`src/hw/rtl/cbez_pkg.sv`:
```
// ============================================================================
// Cubic Bezier point evaluator - shared package
// Widths of the fixed ports, configuration register map and the control
// group that steps one pipelined multiplier.
// ============================================================================
package cbez_pkg;

    // Fixed port widths
    localparam int PARAM_T_W  = 16;
    localparam int POINT_W    = 24;
    localparam int CFG_DATA_W = 16;
    localparam int CFG_IDX_W  = 4;

    // Eight coordinate registers: x0, y0, x1, y1, x2, y2, x3, y3
    localparam int CTRL_IDX_W = 3;
    localparam int NUM_CTRL   = 8;
    localparam logic [CFG_IDX_W-1:0] CTRL_REG_COUNT = CFG_IDX_W'(NUM_CTRL);

    // Operand slice handled by one multiplier cell (plus sign bit)
    localparam int MUL_CHUNK_W = 24;

    // Register stages from input to output
    localparam int PIPE_DEPTH = 7;

    // Load enables for the two register stages of one multiplier
    typedef struct packed {
        logic mul;   // partial product stage
        logic add;   // summing stage
    } mul_en_t;

endpackage

```
`src/hw/rtl/cbez_mul.sv`:
```
// ============================================================================
// Cubic Bezier pipelined multiply-add
// result = mul_a * mul_b + addend, signed A by unsigned B. The A operand is
// cut into slices; slice products are registered, then summed with the
// addend in a second stage.
// ============================================================================
module cbez_mul
    import cbez_pkg::*;
#(
    parameter int A_W = 20,
    parameter int B_W = 16
) (
    input  logic                   aclk,
    input  mul_en_t                en,
    input  logic signed [A_W-1:0]  mul_a,
    input  logic [B_W-1:0]         mul_b,
    input  logic signed [A_W+B_W:0] addend,
    output logic signed [A_W+B_W:0] result
);

    localparam int S_W   = A_W + B_W + 1;
    localparam int CH    = MUL_CHUNK_W;
    localparam int NCH   = (A_W + CH - 1) / CH;
    localparam int EXT_W = NCH * CH;
    localparam int PP_W  = CH + B_W + 1;
    localparam int X_W   = EXT_W + B_W + 1;

    logic signed [EXT_W-1:0] a_ext;
    logic signed [PP_W-1:0]  pp_next [NCH];
    logic signed [PP_W-1:0]  pp_reg  [NCH];
    logic signed [S_W-1:0]   addend_reg;
    logic signed [X_W-1:0]   sum_next;
    logic signed [S_W-1:0]   result_reg;

    assign a_ext = EXT_W'(mul_a);

    // Slice products; only the top slice carries the sign
    always_comb begin
        logic signed [CH:0]   ca;
        logic signed [B_W:0]  cb;
        logic signed [PP_W:0] prod;
        cb = {1'b0, mul_b};
        for (int i = 0; i < NCH; i++) begin
            if (i == NCH - 1) begin
                ca = {a_ext[i*CH + CH - 1], a_ext[i*CH +: CH]};
            end else begin
                ca = {1'b0, a_ext[i*CH +: CH]};
            end
            prod       = ca * cb;
            pp_next[i] = prod[PP_W-1:0];
        end
    end

    always_ff @(posedge aclk) begin
        if (en.mul) begin
            pp_reg     <= pp_next;
            addend_reg <= addend;
        end
    end

    // Weighted sum of the slice products and the addend
    always_comb begin
        sum_next = X_W'(addend_reg);
        for (int i = 0; i < NCH; i++) begin
            sum_next = sum_next + (X_W'(pp_reg[i]) <<< (i * CH));
        end
    end

    always_ff @(posedge aclk) begin
        if (en.add) begin
            result_reg <= sum_next[S_W-1:0];
        end
    end

    assign result = result_reg;

endmodule

```
`config.mk`:
```
export PLATFORM = sky130hd
export DESIGN_NAME = cbez_mul
export DESIGN_NICKNAME = d
export VERILOG_FILES = /design/src/hw/rtl/cbez_pkg.sv /design/src/hw/rtl/cbez_mul.sv
export SDC_FILE = /design/constraint.sdc
export NUM_CORES = 1
export LEC_CHECK = 0
export ABC_AREA = 1
export BUFFER_PORTS_ARGS = -buffer_cell sky130_fd_sc_hd__clkbuf_2
export CORE_ASPECT_RATIO = 1.25
export CORE_UTILIZATION = 59
export CTS_CLUSTER_DIAMETER = 120
export DETAILED_ROUTE_END_ITERATION = 16
export GPL_ROUTABILITY_DRIVEN = 0
export PLACE_DENSITY = 0.78
export SYNTH_ARGS = -nofsm -noshare
export SYNTH_HDL_FRONTEND = slang
export SYNTH_SLANG_ARGS = --single-unit
```
`constraint.sdc`:
```
create_clock -name aclk -period 14.85 [get_ports aclk]
set_input_delay 4.455 -clock aclk [delete_from_list [all_inputs] [get_ports aclk]]
set_output_delay 4.455 -clock aclk [all_outputs]
set_load 0.05 [all_outputs]
```
# After elaboration in Yosys (flattened, before gate mapping)
# Cells that the tools add are included.
dict set report word_totals {
  regBits 111
  latch_bits 0
  ram_bits 0
  mem_bits_ro 0
  in_bits 76
  out_inout_bits 37
  wordCells 5
  mem_count 0
}
dict set report classes {
  n_addsub 1
  n_mul 1
  n_div 0
  magnitude_cmp 0
  eq_ne 0
  n_shift 0
  muxes 0
  n_bitwise 0
  n_reduce_logical 0
}
# op n
set op_table {}
lappend op_table {{$add 37x37->37} 1}
lappend op_table {{$mul 20x17->37} 1}

# Depth between registers and ports, before layout
dict set report logic_depth {
  ltp_word 1
  ltp_mapped 26
  depth_no_buf 25
}

# Worst setup path before layout
# OpenSTA, ideal clock, no wires.
dict set report synth_timing {
  kind {input to register}
  startpoint {in mul_a[19]}
  endpoint {reg pp_reg[28] (netlist bit) (data pin)}
  setup_time_ns 0.253
  arrival_time_ns 9.542
  required_ns 14.597
  path_slack_ns 5.056
  stages 19
  path_buffers 2
  cell_sequence {clkbuf_1 > clkbuf_1 > nand2_1 > fa_1 > fa_1 > inv_1 > fa_1 > fa_1 > fa_1 > inv_1 > fa_1 > inv_1 > ha_1 > nand2_1 > nor2_1 > nand2_1 > or2_1 > nand4_1 > nand2_1}
}
# item line_no
set synth_lines {}
lappend synth_lines {{from (decl)} cbez_mul.sv:15} ;# input logic signed [A_W-1:0] mul_a,
lappend synth_lines {{to (signal assigned)} cbez_mul.sv:56} ;# pp_reg <= pp_next;
lappend synth_lines {{to (decl)} cbez_mul.sv:30} ;# logic signed [PP_W-1:0] pp_reg [NCH];

==> impl_results.md <==
* Crit path max fanout at 20
* Final Cycle Share at 0.668
* Status: finished clean
* Num CTS Buffers at 9
* # DRC at 0
* Via Count at 15.6k
* Final HPWL DP at 38.3 mm
* CTS H-tree lvls at 3
* Critical path arrival at 10,030 ps
* Fin. max-slew vios at 0
* Met2 WL post-DR at 24.1 mm
* Post-Syn Area at 0.0192 mm²
* Placed Cells at 2,936
* Cell taking the most area after synthesis: fa_1
* Slew headroom at 0.393
* Worst min-delay path class: flop to flop
* Die Wd at 163 µm
* First-pass GRT wire length at 77.2 mm
* DIE AREA at 0.0333 mm²
* Post-cts repair resize count at 0
* Register area share after synthesis at 0.173
* Initial core utilization at 0.602
* Final nets at 3,062
* CTS sink cnt at 111
* RSZ-0062 raised after global routing: false
* Crit. End Element: flop
* Port buffer count at 112
* Max Used Layer: met4
* Minimum clock period at 9920 ps
* Drt total wl at 46.2 mm
* Per-cell routed wire length at 15.7 µm
* Final ANT Viol Nets at 0
* Top-area cell type share of the netlist area at 0.335
* Cell Rows at 73
* Synth cell types at 33
* Core ar. at 0.0320 mm²
* WL met1 at 16.7 mm
* Final Hold Fails at 0
* Setup Total Neg Slack at 0 ps
* CTS tree: done
* Initial antenna violation count at 0
* Area after DPL at 0.0200 mm²
* Layout filler cell count at 2,769
* Clock transition at path regs at 70 ps
* Die Height at 204 µm
* Layout area overhead at 5.79%
* Clk root buf: clkbuf_16
* FFs w/ async S/R, synth at 0
* Vias/cell at 5.27
* Synth cell count leaders: 768 x nand2_1, 721 x inv_1, 322 x fa_1, 129 x ha_1, 111 x edfxtp_1
* Clk Latency, worst-skew pair at 370 ps
* Post-synthesis cell count at 2,483
* Max_cap viols at 0
* Syn_area_per_cell at 7.75 µm²
* Achievable frequency at 101 MHz
* Least-Margin Pin Slew at 910 ps
* Ys Warns at 0
* Final Skew at 11.8 ps
* DR WL met3 at 2.77 mm
* 1st-pass router iterations at 5
* Critical Path Source Type: input port
* Vias in the first global route at 16.7k
* Layout Cells excl Fill at 2,951
* CP required at 14,960 ps
* Global-route usage over all layers at 0.298
* Share of cells above drive strength 1 at 0.0630
* Final setup fails at 0
* Clock Tree Buf Depth at 2
* Largest net degree at the start of global routing at 75
* EDFF count, synth at 111
* # diodes at 0
* Finished Cell Area at 0.0203 mm²
* Most used DFF post-synth: edfxtp_1
* DRT iter0 DRCs at 1,221
* Cts hold-fix bufs at 0
* GR Overflow Total at 0
* Most area-consuming cells after synthesis: fa_1 34%, edfxtp_1 17%, nand2_1 15%
* Syn_nets at 3,010
* Most numerous cell in the Yosys netlist: nand2_1
* Num ports at 113
* Post-synthesis register bit count at 111
* Number of post-CTS setup repair buffers at 0
* WS Path Type: input port to flop
placed cells by master (no fill, tap or decap), types with 2 or more instances in the layout:
cell type,Yosys,final
edfxtp_1,111,111
ha_1,129,129
a21boi_0,2,2
a21oi_2,3,3
fa_1,322,322
nor2_1,104,104
nor2_2,2,2
clkbuf_2,0,111
inv_6,0,3
xor2_1,35,35
nand3_2,5,5
xnor2_1,6,6
o21ai_0,20,20
nand2_2,11,11
nor2_4,2,2
nor3_2,4,4
a21oi_1,56,56
nor3_1,7,7
nand2_1,768,768
o21bai_1,9,9
nand3_1,63,63
inv_1,721,721
clkbuf_16,0,9
nand4_1,20,20
critical path: stages:
cell and delay (ps):
clkbuf_2 450, nand2_1 250, fa_1 790, inv_1 110
fa_1 550, fa_1 450, fa_1 510, fa_1 490
inv_1 50, fa_1 470, inv_1 40, ha_1 360
nand2_1 130, nor2_1 150, inv_1 110, nor2_1 290
nand3_1 190, nand4_1 120, nand2_1 80
through the flow:
| step | utilization | hold slack [ps] | setup slack (ps) |
|---|---|---|---|
| after floorplan | - | 513 | 5060 |
| after global placement | 0.627 | 537 | 4740 |
| after detailed placement | 0.627 | 547 | 4630 |
| after CTS | 0.636 | 568 | 5030 |
| after global routing | 0.636 | 591 | 4630 |
| final | 0.636 | 552 | 4930 |
routing by layer:
| layer | global-route usage | up-vias |
|---|---|---|
| met5 | 0 | - |
| met4 | 0.161 | 0 |
| li1 | - | 7257 |
| met3 | 0.0377 | 182 |
| met1 | 0.320 | 7477 |
| met2 | 0.559 | 643 |
area by class of cell:
| cell class | instances | area, µm² | area share |
|---|---|---|---|
| multi-input combinational | 1577 | 12900 | 0.635 |
| sequential | 111 | 3330 | 0.164 |
| inverter | 723 | 2720 | 0.133 |
| timing repair buffer | 113 | 568 | 0.0279 |
| tap | 412 | 515 | 0.0253 |
| clock buffer | 9 | 225 | 0.0111 |
| clock inverter | 6 | 75.1 | 0.00369 |
logic make-up after synthesis:
kind of cell,share of synthesized area
flops,0.173
simple gates,0.207
compound gates,0.0263
fa+ha+maj,0.419
buf+inv,0.155
xor+xnor,0.0187
final timing paths:
path | from | end | slack [ps] | cells past startpoint
worst max-delay path | mul_b[2] | pp_reg[27] | 4930 | 19
worst min-delay path | addend_reg[0] | result[0] | 550 | 1
worst max register to register | pp_reg[0] | result[28] | 12130 | 13
worst min register to register | addend_reg[0] | result[0] | 550 | 1
Power is left out: the tool's default activity adds up to more than one toggle a clock period on the data nets, which glitch-free logic cannot reach.
